## src/sv/mbrtu_pkg.sv

```systemverilog
package mbrtu_pkg;

   localparam int MaxFrameBytesDef = 256;
   localparam int StoreWordsDef    = 128;
   localparam int MaxReadCountDef  = 120;

   localparam logic [7:0]  FuncReadHolding = 8'h03;
   localparam logic [7:0]  FuncWriteSingle = 8'h06;
   localparam logic [7:0]  FuncWriteMulti  = 8'h10;
   localparam logic [8:0]  MinFrameBytes   = 9'd8;
   localparam logic [15:0] CrcInit         = 16'hFFFF;
   localparam logic [15:0] CrcPoly         = 16'hA001;

   localparam logic [1:0] ModeRxByte = 2'd0;
   localparam logic [1:0] ModeTick   = 2'd1;
   localparam logic [1:0] ModeTxSlot = 2'd2;
   localparam logic [1:0] ModeWrite  = 2'd3;

   localparam logic CsrDeviceAddress = 1'b0;
   localparam logic CsrSilenceTicks  = 1'b1;

   typedef struct packed {
      logic [1:0]  mode;
      logic [7:0]  data_byte;
      logic [6:0]  store_index;
      logic [15:0] store_value;
   } req_type;

   typedef struct packed {
      logic [7:0] tx_byte;
      logic       last;
   } rsp_type;

   function automatic logic [15:0] crc_feed(input logic [15:0] c, input logic [7:0] b);
      logic [15:0] r;
      r = c ^ {8'h00, b};
      for (int k = 0; k < 8; k++) begin
         r = r[0] ? ((r >> 1) ^ CrcPoly) : (r >> 1);
      end
      return r;
   endfunction

endpackage

```

## src/sv/mbrtu_ram.sv

```systemverilog
module mbrtu_ram #(
   parameter int WIDTH = 16,
   parameter int DEPTH = 128
) (
   input  logic                     clock,
   input  logic                     wr_en,
   input  logic [$clog2(DEPTH)-1:0] wr_addr,
   input  logic [WIDTH-1:0]         wr_data,
   input  logic                     rd_en,
   input  logic [$clog2(DEPTH)-1:0] rd_addr,
   output logic [WIDTH-1:0]         rd_data
);

   logic [WIDTH-1:0] mem_ff [DEPTH];
   logic [WIDTH-1:0] rd_data_ff;

   always_ff @(posedge clock) begin
      if (wr_en) begin
         mem_ff[wr_addr] <= wr_data;
      end
      if (rd_en) begin
         rd_data_ff <= mem_ff[rd_addr];
      end
   end

   assign rd_data = rd_data_ff;

endmodule

```

## src/sv/modbus_rtu_read_register_slave_top.sv

```systemverilog
// Channel | Ports                          | Moves
// --------+--------------------------------+------------------------------------
// request | req_valid, req_stall, req_payload | byte, tick, tx slot or store write
// result  | rsp_valid, rsp_stall, rsp_payload | one reply byte per tx slot
// config  | csr_we, csr_index, csr_data    | device address, silence ticks
//
// One request transfer per cycle while req_stall is low. A tx slot's byte passes
// through the byte stage, which also takes the store memory's registered read, and then the result register.
// Reset clears control state and the store valid bits; no clearing pass.
// A stalled result holds the byte stage, which then stalls the request side.
module modbus_rtu_read_register_slave_top
   import mbrtu_pkg::*;
#(
   parameter int MAX_FRAME_BYTES = MaxFrameBytesDef,
   parameter int STORE_WORDS     = StoreWordsDef,
   parameter int MAX_READ_COUNT  = MaxReadCountDef
) (
   input  logic    clock,
   input  logic    reset,
   input  logic    req_valid,
   output logic    req_stall,
   input  req_type req_payload,
   output logic    rsp_valid,
   input  logic    rsp_stall,
   output rsp_type rsp_payload,
   input  logic       csr_we,
   input  logic       csr_index,
   input  logic [7:0] csr_data
);

   localparam int AW = (STORE_WORDS > 1) ? $clog2(STORE_WORDS) : 1;

   localparam logic [2:0] KindConst  = 3'd0;
   localparam logic [2:0] KindDataHi = 3'd1;
   localparam logic [2:0] KindDataLo = 3'd2;
   localparam logic [2:0] KindCrcLo  = 3'd3;
   localparam logic [2:0] KindCrcHi  = 3'd4;

   typedef struct packed {
      logic [2:0] kind;
      logic [7:0] const_byte;
      logic       in_range;
      logic       first;
      logic       last;
   } slot_type;

   // configuration
   logic [7:0] dev_addr_ff, silence_ticks_ff;

   // frame receive state
   logic       awaiting_ff, awaiting_in;
   logic [8:0] frame_len_ff, frame_len_in;
   logic [7:0] hdr_ff [6];
   logic [7:0] hdr_in [6];
   logic [7:0] sil_cnt_ff, sil_cnt_in;
   logic       timer_ff, timer_in;
   logic [15:0] crc_run_ff, crc_run_in;
   logic [7:0] tail0_ff, tail0_in, tail1_ff, tail1_in;

   // reply state
   logic        pend_ff, pend_in;
   logic [7:0]  pos_ff, pos_in;
   logic [7:0]  raddr_byte_ff, raddr_byte_in;
   logic [15:0] rstart_ff, rstart_in;
   logic [7:0]  rcount_ff, rcount_in;
   logic [15:0] reply_crc_ff, reply_crc_in;

   // byte stage
   logic     slot_vld_ff, slot_vld_in;
   slot_type slot_ff, slot_in;
   logic     slot_adv, accept;

   // store
   logic [STORE_WORDS-1:0] wvalid_ff;
   logic                   vq_ff;
   logic                   rd_en, wr_en;
   logic [AW-1:0]          rd_addr;
   logic [AW-1:0]          wr_addr;
   logic [15:0]            ram_q;

   logic    rsp_valid_ff, rsp_valid_in;
   rsp_type rsp_ff, rsp_in;

   assign slot_adv  = slot_vld_ff && (!rsp_valid_ff || !rsp_stall);
   assign req_stall = slot_vld_ff && !slot_adv;
   assign accept    = req_valid && !req_stall;
   assign wr_addr   = AW'(req_payload.store_index);

   // request stage: frame and reply bookkeeping; the reply CRC runs in the byte stage
   always_comb begin
      logic        take;
      logic [7:0]  sc;
      logic [15:0] cnt;
      logic [8:0]  data_end;
      logic [7:0]  koff;
      logic [16:0] waddr_full;
      awaiting_in  = awaiting_ff;
      frame_len_in = frame_len_ff;
      for (int i = 0; i < 6; i++) hdr_in[i] = hdr_ff[i];
      sil_cnt_in   = sil_cnt_ff;
      timer_in     = timer_ff;
      crc_run_in   = crc_run_ff;
      tail0_in     = tail0_ff;
      tail1_in     = tail1_ff;
      pend_in      = pend_ff;
      pos_in       = pos_ff;
      raddr_byte_in = raddr_byte_ff;
      rstart_in    = rstart_ff;
      rcount_in    = rcount_ff;
      slot_vld_in  = slot_adv ? 1'b0 : slot_vld_ff;
      slot_in      = slot_ff;
      rd_en        = 1'b0;
      wr_en        = 1'b0;
      take         = 1'b0;
      sc           = 8'd0;
      cnt          = {hdr_ff[4], hdr_ff[5]};
      data_end     = 9'd3 + {rcount_ff, 1'b0};
      koff         = (pos_ff - 8'd3) >> 1;
      waddr_full   = {1'b0, rstart_ff} + {9'd0, koff};
      rd_addr      = waddr_full[AW-1:0];
      if (accept) begin
         case (req_payload.mode)
            ModeRxByte: begin
               if (awaiting_ff) begin
                  if (req_payload.data_byte == dev_addr_ff) begin
                     take        = 1'b1;
                     awaiting_in = 1'b0;
                  end
               end else if (32'(frame_len_ff) < 32'(MAX_FRAME_BYTES)) begin
                  take = 1'b1;
               end
               if (take) begin
                  // a fresh frame restarts length, CRC and tail
                  if (awaiting_ff) begin
                     crc_run_in = CrcInit;
                     tail0_in   = 8'd0;
                     tail1_in   = 8'd0;
                     if (frame_len_ff != 9'd0) frame_len_in = 9'd0;
                  end
                  if (!awaiting_ff && frame_len_ff >= 9'd2) begin
                     crc_run_in = crc_feed(crc_run_ff, tail0_ff);
                  end
                  tail0_in = awaiting_ff ? 8'd0 : tail1_ff;
                  tail1_in = req_payload.data_byte;
                  if (awaiting_ff) begin
                     hdr_in[0]    = req_payload.data_byte;
                     frame_len_in = 9'd1;
                  end else begin
                     for (int i = 0; i < 6; i++) begin
                        if (frame_len_ff == 9'(i)) hdr_in[i] = req_payload.data_byte;
                     end
                     frame_len_in = frame_len_ff + 9'd1;
                  end
                  sil_cnt_in = 8'd0;
                  timer_in   = 1'b1;
               end
            end
            ModeTick: begin
               if (timer_ff) begin
                  sc = (sil_cnt_ff == 8'hFF) ? sil_cnt_ff : sil_cnt_ff + 8'd1;
                  sil_cnt_in = sc;
                  if (sc >= silence_ticks_ff) begin
                     timer_in     = 1'b0;
                     sil_cnt_in   = 8'd0;
                     awaiting_in  = 1'b1;
                     frame_len_in = 9'd0;
                     if (frame_len_ff >= MinFrameBytes
                           && crc_run_ff[7:0] == tail0_ff
                           && crc_run_ff[15:8] == tail1_ff
                           && hdr_ff[0] == dev_addr_ff
                           && hdr_ff[1] == FuncReadHolding
                           && 32'(cnt) <= 32'(MAX_READ_COUNT)) begin
                        raddr_byte_in = dev_addr_ff;
                        rstart_in     = {hdr_ff[2], hdr_ff[3]};
                        rcount_in     = cnt[7:0];
                        pos_in        = 8'd0;
                        pend_in       = 1'b1;
                     end
                  end
               end
            end
            ModeWrite: begin
               wr_en = 32'(req_payload.store_index) < 32'(STORE_WORDS);
            end
            ModeTxSlot: begin
               if (pend_ff) begin
                  slot_vld_in        = 1'b1;
                  slot_in.first      = (pos_ff == 8'd0);
                  slot_in.last       = 1'b0;
                  slot_in.const_byte = 8'd0;
                  slot_in.in_range   = 32'(waddr_full) < 32'(STORE_WORDS);
                  if (pos_ff == 8'd0) begin
                     slot_in.kind       = KindConst;
                     slot_in.const_byte = raddr_byte_ff;
                  end else if (pos_ff == 8'd1) begin
                     slot_in.kind       = KindConst;
                     slot_in.const_byte = FuncReadHolding;
                  end else if (pos_ff == 8'd2) begin
                     slot_in.kind       = KindConst;
                     slot_in.const_byte = {rcount_ff[6:0], 1'b0};
                  end else if ({1'b0, pos_ff} < data_end) begin
                     slot_in.kind = pos_ff[0] ? KindDataHi : KindDataLo;
                     rd_en        = 1'b1;
                  end else if ({1'b0, pos_ff} == data_end) begin
                     slot_in.kind = KindCrcLo;
                  end else begin
                     slot_in.kind = KindCrcHi;
                     slot_in.last = 1'b1;
                  end
                  if (slot_in.last) begin
                     pend_in = 1'b0;
                     pos_in  = 8'd0;
                  end else begin
                     pos_in = pos_ff + 8'd1;
                  end
               end
            end
            default: ;
         endcase
      end
   end

   // byte stage: pick the byte and run the reply CRC in order
   always_comb begin
      logic [15:0] word;
      logic [7:0]  b;
      logic [15:0] base;
      word = (slot_ff.in_range && vq_ff) ? ram_q : 16'd0;
      case (slot_ff.kind)
         KindConst:  b = slot_ff.const_byte;
         KindDataHi: b = word[15:8];
         KindDataLo: b = word[7:0];
         KindCrcLo:  b = reply_crc_ff[7:0];
         KindCrcHi:  b = reply_crc_ff[15:8];
         default:    b = 8'd0;
      endcase
      base         = slot_ff.first ? CrcInit : reply_crc_ff;
      reply_crc_in = reply_crc_ff;
      rsp_valid_in = rsp_valid_ff && rsp_stall;
      rsp_in       = rsp_ff;
      if (slot_adv) begin
         rsp_valid_in   = 1'b1;
         rsp_in.tx_byte = b;
         rsp_in.last    = slot_ff.last;
         if (slot_ff.kind != KindCrcLo && slot_ff.kind != KindCrcHi) begin
            reply_crc_in = crc_feed(base, b);
         end
      end
   end

   mbrtu_ram #(
      .WIDTH(16),
      .DEPTH(STORE_WORDS)
   ) u_store (
      .clock  (clock),
      .wr_en  (wr_en),
      .wr_addr(wr_addr),
      .wr_data(req_payload.store_value),
      .rd_en  (rd_en),
      .rd_addr(rd_addr),
      .rd_data(ram_q)
   );

   always_ff @(posedge clock) begin
      if (reset) begin
         dev_addr_ff      <= 8'd1;
         silence_ticks_ff <= 8'd5;
         awaiting_ff      <= 1'b1;
         frame_len_ff     <= 9'd0;
         sil_cnt_ff       <= 8'd0;
         timer_ff         <= 1'b0;
         crc_run_ff       <= CrcInit;
         tail0_ff         <= 8'd0;
         tail1_ff         <= 8'd0;
         pend_ff          <= 1'b0;
         pos_ff           <= 8'd0;
         raddr_byte_ff    <= 8'd0;
         rstart_ff        <= 16'd0;
         rcount_ff        <= 8'd0;
         reply_crc_ff     <= CrcInit;
         slot_vld_ff      <= 1'b0;
         rsp_valid_ff     <= 1'b0;
         wvalid_ff        <= '0;
      end else begin
         if (csr_we) begin
            case (csr_index)
               CsrDeviceAddress: dev_addr_ff      <= csr_data;
               CsrSilenceTicks:  silence_ticks_ff <= csr_data;
               default: ;
            endcase
         end
         awaiting_ff   <= awaiting_in;
         frame_len_ff  <= frame_len_in;
         sil_cnt_ff    <= sil_cnt_in;
         timer_ff      <= timer_in;
         crc_run_ff    <= crc_run_in;
         tail0_ff      <= tail0_in;
         tail1_ff      <= tail1_in;
         pend_ff       <= pend_in;
         pos_ff        <= pos_in;
         raddr_byte_ff <= raddr_byte_in;
         rstart_ff     <= rstart_in;
         rcount_ff     <= rcount_in;
         reply_crc_ff  <= reply_crc_in;
         slot_vld_ff   <= slot_vld_in;
         rsp_valid_ff  <= rsp_valid_in;
         if (wr_en) begin
            wvalid_ff[wr_addr] <= 1'b1;
         end
      end
   end

   always_ff @(posedge clock) begin
      for (int i = 0; i < 6; i++) hdr_ff[i] <= hdr_in[i];
      slot_ff <= slot_in;
      rsp_ff  <= rsp_in;
      if (rd_en) begin
         vq_ff <= wvalid_ff[rd_addr];
      end
   end

   assign rsp_valid   = rsp_valid_ff;
   assign rsp_payload = rsp_ff;

endmodule

```

## config.mk

```make
export PLATFORM = sky130hd
export DESIGN_NAME = modbus_rtu_read_register_slave_top
export DESIGN_NICKNAME = d
export VERILOG_FILES = /design/src/sv/mbrtu_pkg.sv /design/src/sv/mbrtu_ram.sv /design/src/sv/modbus_rtu_read_register_slave_top.sv
export SDC_FILE = /design/constraint.sdc
export NUM_CORES = 2
export LEC_CHECK = 0
export BUFFER_PORTS_ARGS = -buffer_cell sky130_fd_sc_hd__buf_4
export CELL_PAD_IN_SITES_DETAIL_PLACEMENT = 1
export CELL_PAD_IN_SITES_GLOBAL_PLACEMENT = 2
export CORE_MARGIN = 3
export CORE_UTILIZATION = 45
export DETAILED_ROUTE_END_ITERATION = 8
export HOLD_SLACK_MARGIN = 0.05
export PLACE_DENSITY = 0.73
export SYNTH_ARGS = -nofsm -noshare
export SYNTH_HDL_FRONTEND = slang
export SYNTH_SLANG_ARGS = --single-unit
```

## constraint.sdc

```tcl
create_clock -name clock -period 9.1 [get_ports clock]
set_input_delay 1.82 -clock clock [delete_from_list [all_inputs] [get_ports clock]]
set_output_delay 1.82 -clock clock [all_outputs]
set_load 0.02 [all_outputs]
```

== Word level (Yosys, flattened, before mapping) ==
Memory sizes are Yosys's and may differ from the RTL's. A register that Yosys moved wholly into a read port is not among the register bits.
Cells that the tools add are included.

* Output and inout port bits: 11
* Register bits: 278
* Input port bits: 47
* Logic and storage cells: 235
* Memories kept: 2
* RAM bits: 2096

* Add/sub/neg operators: 6
* Bitwise logic cells: 20
* Equal/unequal tests: 28
* $lt $le $gt $ge: 10
* Multiplexer cells: 103
* Reduce and logical (&&, ||, !) cells: 40

{| class="wikitable"
|+ Memories
! memory !! depth !! bits a word !! read ports !! clocked after memory_dff !! write ports !! RTL line !! text
|-
| u_store.mem_ff || 128 || 16 || 1 || 1 || 1 || mbrtu_ram.sv:14 || <nowiki>logic [WIDTH-1:0] mem_ff [DEPTH];</nowiki>
|-
| hdr_ff || 6 || 8 || 6 || 0 || 6 || modbus_rtu_read_register_slave_top.sv:53 || <nowiki>logic [7:0] hdr_ff [6];</nowiki>
|}

{| class="wikitable"
|+ Operator list
! cell !! count
|-
| $mux 16 || 20
|-
| $mux 8 || 20
|-
| $mux 48 || 3
|-
| $or 128x128->128 || 1
|-
| $not 2->3 || 16
|-
| $mux 1 || 43
|-
| $mux 40 || 1
|-
| $pmux 8 s5 || 1
|-
| $mux 9 || 4
|-
| $eq 8x8->1 || 4
|-
| $pmux 8 s2 || 2
|-
| $xor 16x8->16 || 2
|-
| $eq 9x2->1 const B || 2
|-
| $eq 9x3->1 const B || 2
|-
| $pmux 9 s2 || 1
|-
| $add 16x7->17 || 1
|-
| $lt 17x8->1 const B || 1
|-
| $add 8x1->8 const B || 2
|-
| $eq 8x2->1 const B || 2
|-
| $le 16x7->1 const B || 1
|-
| $lt 7x8->1 const B || 2
|-
| $reduce_and 5->1 || 3
|-
| $logic_and 1x1->1 || 13
|-
| $reduce_and 4->1 || 3
|-
| 38 further kinds || 57
|}

== Logic depth before layout (Yosys ltp) ==
* Depth in word-level cells: 20
* Gate-level depth with buffers: 17
* Depth with buffers taken out: 16

== Cells and area by module ==
A second synthesis with hierarchy kept.

* Cells, all modules: 4627
* Area total of the unflattened synthesis: 93410.8 um^2

{| class="wikitable"
|+ By module, submodules not included
! module !! cells an instance !! instances !! seq. area each (um^2) !! area each (um^2)
|-
| mbrtu_ram || 3086 || 1 || 61979.4 || 78680.5
|-
| modbus_rtu_read_register_slave_top || 1541 || 1 || 7247.0 || 14730.4
|}

== Least setup slack after synthesis ==
Ideal clock, no wire load.

* Kind: register to register
* Start point: reg pos_ff[0]
* End point: reg u_store.rd_data_ff[10], in the netlist u_store.rd_data[10] (read register of u_store.mem_ff), data pin
* Setup slack: 4.666 ns
* Cell stages (with the launch flop): 15
* Arrival time: 4.174 ns
* Setup time: 0.260 ns
* Buffers on the path: 5
* Period minus slack after synthesis: 4.434 ns
* Data required time: 8.840 ns
* Cells stage by stage: dfxtp_1 clkbuf_1 inv_1 ha_1 ha_1 inv_1 fa_1 clkbuf_1 buf_2 buf_1 clkbuf_1 mux4_2 mux4_2 mux4_2 mux2_2

* Cells in the longest elaborated chain, start to end: 8
* Elaborated cells on any way between the ends: 13
* Classes of those cells: add/sub: 2; order compare: 1; eq/ne: 2; mux: 7; reduce/logical: 1

{| class="wikitable"
|+ Ends and longest elaborated chain
! element !! RTL line !! text
|-
| start: declaration || modbus_rtu_read_register_slave_top.sv:62 || <nowiki>logic [7:0] pos_ff, pos_in;</nowiki>
|-
| start signal: assignment || modbus_rtu_read_register_slave_top.sv:300 || <nowiki>pos_ff <= pos_in;</nowiki>
|-
| parallel branches: the longest is 8 deep, another holds $add 16x7->17 || - ||
|-
| end: declaration || mbrtu_ram.sv:15 || <nowiki>logic [WIDTH-1:0] rd_data_ff;</nowiki>
|}

Several ways; the timed one is not identified.
A chain may end at the register's enable or synchronous reset.

== Worst setup path in the final report ==
* Start point: reg pos_ff[0]
* End point: reg u_store.rd_data_ff[2], in the netlist u_store.rd_data[2] (read register of u_store.mem_ff), data pin

The elaborated chain is that of the path after synthesis.

==> impl_metrics.py <==
metrics = {
    "worst_setup_path": {
        "cp-end-kind": "flop",
        "crit_type": "reg -> reg",
        "r2r_slack_ps": 3250,
        "reg2reg_depth": 10,
        "worstPathRequired_ps": 9700,
        "rr_startpoint": "pos_ff[0]",
        "start_kind": "flop",
        "critPathArrivalTime_ps": 6450,
        "timing.rr.end": "u_store.rd_data[2]",
        "cp_max_fo": 106,
    },
    "route": {
        "wl_um": 247900,
        "wl_met3_um": 18380,
        "vias_per_cell": 6.026,
        "wl_met2_um": 120500,
        "wire_per_inst_um": 32.48,
        "antenna_left": 0,
        "top_layer": "met5",
        "met1Wirelength_um": 102900,
        "vias": 46010,
        "dr.pass1.iters": 5,
        "drcViolationCount": 0,
        "drt_iter0_drc": 5052,
    },
    "floorplan": {
        "rows": 166,
        "io_pins": 58,
        "die_w_um": 460.2,
        "core_area_um2": 204800,
        "initial_core_util_pct": 45.34,
        "die-area_um2": 211800,
        "die_h_um": 460.2,
    },
    "placement": {
        "placed_area_um2": 97360,
        "port_buffers": 57,
        "place.gp.congestion": 0.7698,
        "place_ws_ps": 3328,
        "hpwl_um": 141700,
    },
    "clock_network": {
        "cts_resized": 0,
        "clock-sinks": 2390,
        "h-tree-depth": 4,
        "clk_path_buf_depth": 3,
        "cts_root_buffer": "clkbuf_16",
        "cts_tree": "done",
        "clk_pin_slew_ps": 60,
        "hold_buffers": 0,
        "post_cts_buffers": 0,
        "cts_buffers": 237,
        "clk_latency_ps": 880,
    },
    "layout": {
        "stdcell_area_um2": 105100,
        "layout_common_cells": "edfxtp_1 (2136), mux4_2 (714), nor2_1 (441), dfxtp_1 (254), clkbuf_16 (240)",
        "final_common_cell": "edfxtp_1",
        "final_nets": 4814,
        "area_growth_pct": 13.24,
        "post_route_cells_drive_above_1_share_pct": 28.24,
    },
    "sta": {
        "setup_tns_ps": 0,
        "max_slew.worst_pin.slew_ps": 1268,
        "period_share_pct": 64.25,
        "slew_headroom_pct": 15.18,
        "finalCriticalPeriod_ps": 5847,
        "setup_viol": 0,
        "max_freq_mhz": 171.0,
        "drv_slew": 0,
        "hold_violations": 0,
        "whs_ps": 431.9,
        "finalClockSkew_ps": 39.25,
        "grt_setup_unrepaired": "no",
        "setup_ws_ps": 3253,
    },
    "global_routing": {
        "grt_pass1_vias": 48010,
        "grt.overflow.total": 0,
        "grt_use_total_pct": 23.65,
        "antenna_found_initial": 28,
        "grt_max_degree": 123,
        "grt_pass1_wl_um": 356000,
    },
    "flow_run": {
        "maxCapViolCount": 0,
    },
    "synth": {
        "syn_area_um2": 92850,
        "synth_ff_type": "edfxtp_1",
        "synth_edf_count": 2136,
        "syn_area_per_cell_um2": 20.72,
        "yosysWarnings": 0,
        "syn_nets": 4564,
        "synthArstFlopShare_pct": 0,
        "yosys_register_bits": 2390,
        "yosys.cell_types.count": 61,
        "postSynthCellCount": 4482,
        "seq_area_frac_synth_pct": 74.56,
    },
    "status": {
        "status": "complete, no violations",
    },
    "min_path": {
        "min_path_type": "reg -> reg",
        "hold_depth": 0,
        "worstHoldStart": "slot_ff[0]",
        "hold_path_end": "rsp_payload[0]",
    },
    "power_and_ir_drop": {
        "leakage_uw": 0.03273,
        "power_density_nw_per_um2": 209.0,
        "ir_drop_mv": 0.1529,
    },
}
## through the flow
stage / std cells / util [%] / total power, uW
2_1_floorplan: 4482 / - / 12240
3_3_place_gp: 7181 / 47.54 / 12440
3_5_place_dp: 7181 / 47.54 / 12460
4_1_cts: 7625 / 51.33 / 22160
5_1_grt: 7627 / 51.33 / 22640
6_report: 7634 / 51.34 / 21970
## sequential cells by signal, summed over array words and instances (netlist names), 9 cells and up
signal and count:
crc_run_ff 16, frame_len_ff 9, hdr_ff 48, reply_crc_ff 16
rsp_payload 9, rstart_ff 16, slot_ff 14, u_store.mem_ff 2048
u_store.rd_data 16, wvalid_ff 128
## where the power goes
group          switching [uW]  total (uW)  internal, uW
Sequential               7.56       12000         11900
Combinational             229         269          40.2
Clock                    4140        9750          5610
Total                    4370       22000         17600
## cell usage after synthesis (all sizes together), types with 9 or more instances
| master | number | area (um^2) |
|---|---|---|
| a211o | 9 | 78.83 |
| a21oi | 68 | 340.3 |
| nand3b | 29 | 221.5 |
| ha | 34 | 425.4 |
| inv | 28 | 105.1 |
| edfxtp | 2136 | 64140 |
| o21ba | 15 | 150.1 |
| o22ai | 10 | 62.56 |
| nor3 | 15 | 75.07 |
| nand3 | 36 | 180.2 |
| mux2i | 37 | 370.4 |
| xor2 | 47 | 411.6 |
| clkbuf | 165 | 619.3 |
| o21ai | 20 | 100.1 |
| nand4 | 10 | 62.56 |
| a21o | 12 | 90.09 |
| nor2b | 12 | 75.07 |
| dfxtp | 254 | 5085 |
| nor4 | 9 | 56.30 |
| mux2 | 18 | 202.7 |
| nand2b | 24 | 150.1 |
| mux4 | 714 | 16080 |
| xnor2 | 53 | 464.2 |
| and3 | 13 | 81.33 |
| buf | 73 | 419.2 |
| nor2 | 465 | 1745 |
| nand2 | 99 | 371.6 |
## worst max path at each step
stage / from / endpoint / cells past startpoint
3_3_place_gp: pos_ff[0] / vq_ff / 10
4_1_cts: pos_ff[0] / u_store.rd_data[2] / 10
2_1_floorplan: pos_ff[0] / u_store.rd_data[10] / 14
6_report: pos_ff[0] / u_store.rd_data[2] / 10
3_5_place_dp: pos_ff[0] / u_store.rd_data[2] / 10
5_1_grt: pos_ff[0] / u_store.rd_data[2] / 10
## logic make-up after synthesis
logic type                 count (synthesis)  synth area share (%)
DFF                                     2390                 74.56
AOI/OAI and AO/OA                        172                 1.247
and+or+nand+nor                          746                 3.527
xor gates and xnor gates                 103                 1.016
buffers and inverters                    267                 1.236
adders and majority gates                 35                0.4797
muxes                                    769                 17.94
## area by class of cell
class                           instances  area (um^2)
Inverter                               29        108.9
Tap cell                             2688         3363
Sequential cell                      2390        69230
Multi-Input combinational cell       1825        22610
Timing Repair Buffer                  249         2051
Clock buffer                          314         6444
Clock inverter                        130         1319
Fill cell                           18030        99650
Antenna cell                            9        22.52
## worst max-delay path, cell delays in order, from the launching register on
cell     delay, ps
dfxtp_1        530
inv_1          170
ha_1           370
ha_4           150
inv_1           50
fa_4          1460
buf_12         500
mux4_2         430
mux4_2         570
mux4_2         670
mux2_2         330
## layer usage
metal | GRT usage (%) | vias up
met4 | 6.185 | 14
li1 | - | 18800
met5 | 0 | -
met2 | 37.92 | 1866
met3 | 4.272 | 366
met1 | 33.74 | 24960
Note: power is estimated with default switching activity, not from simulation.
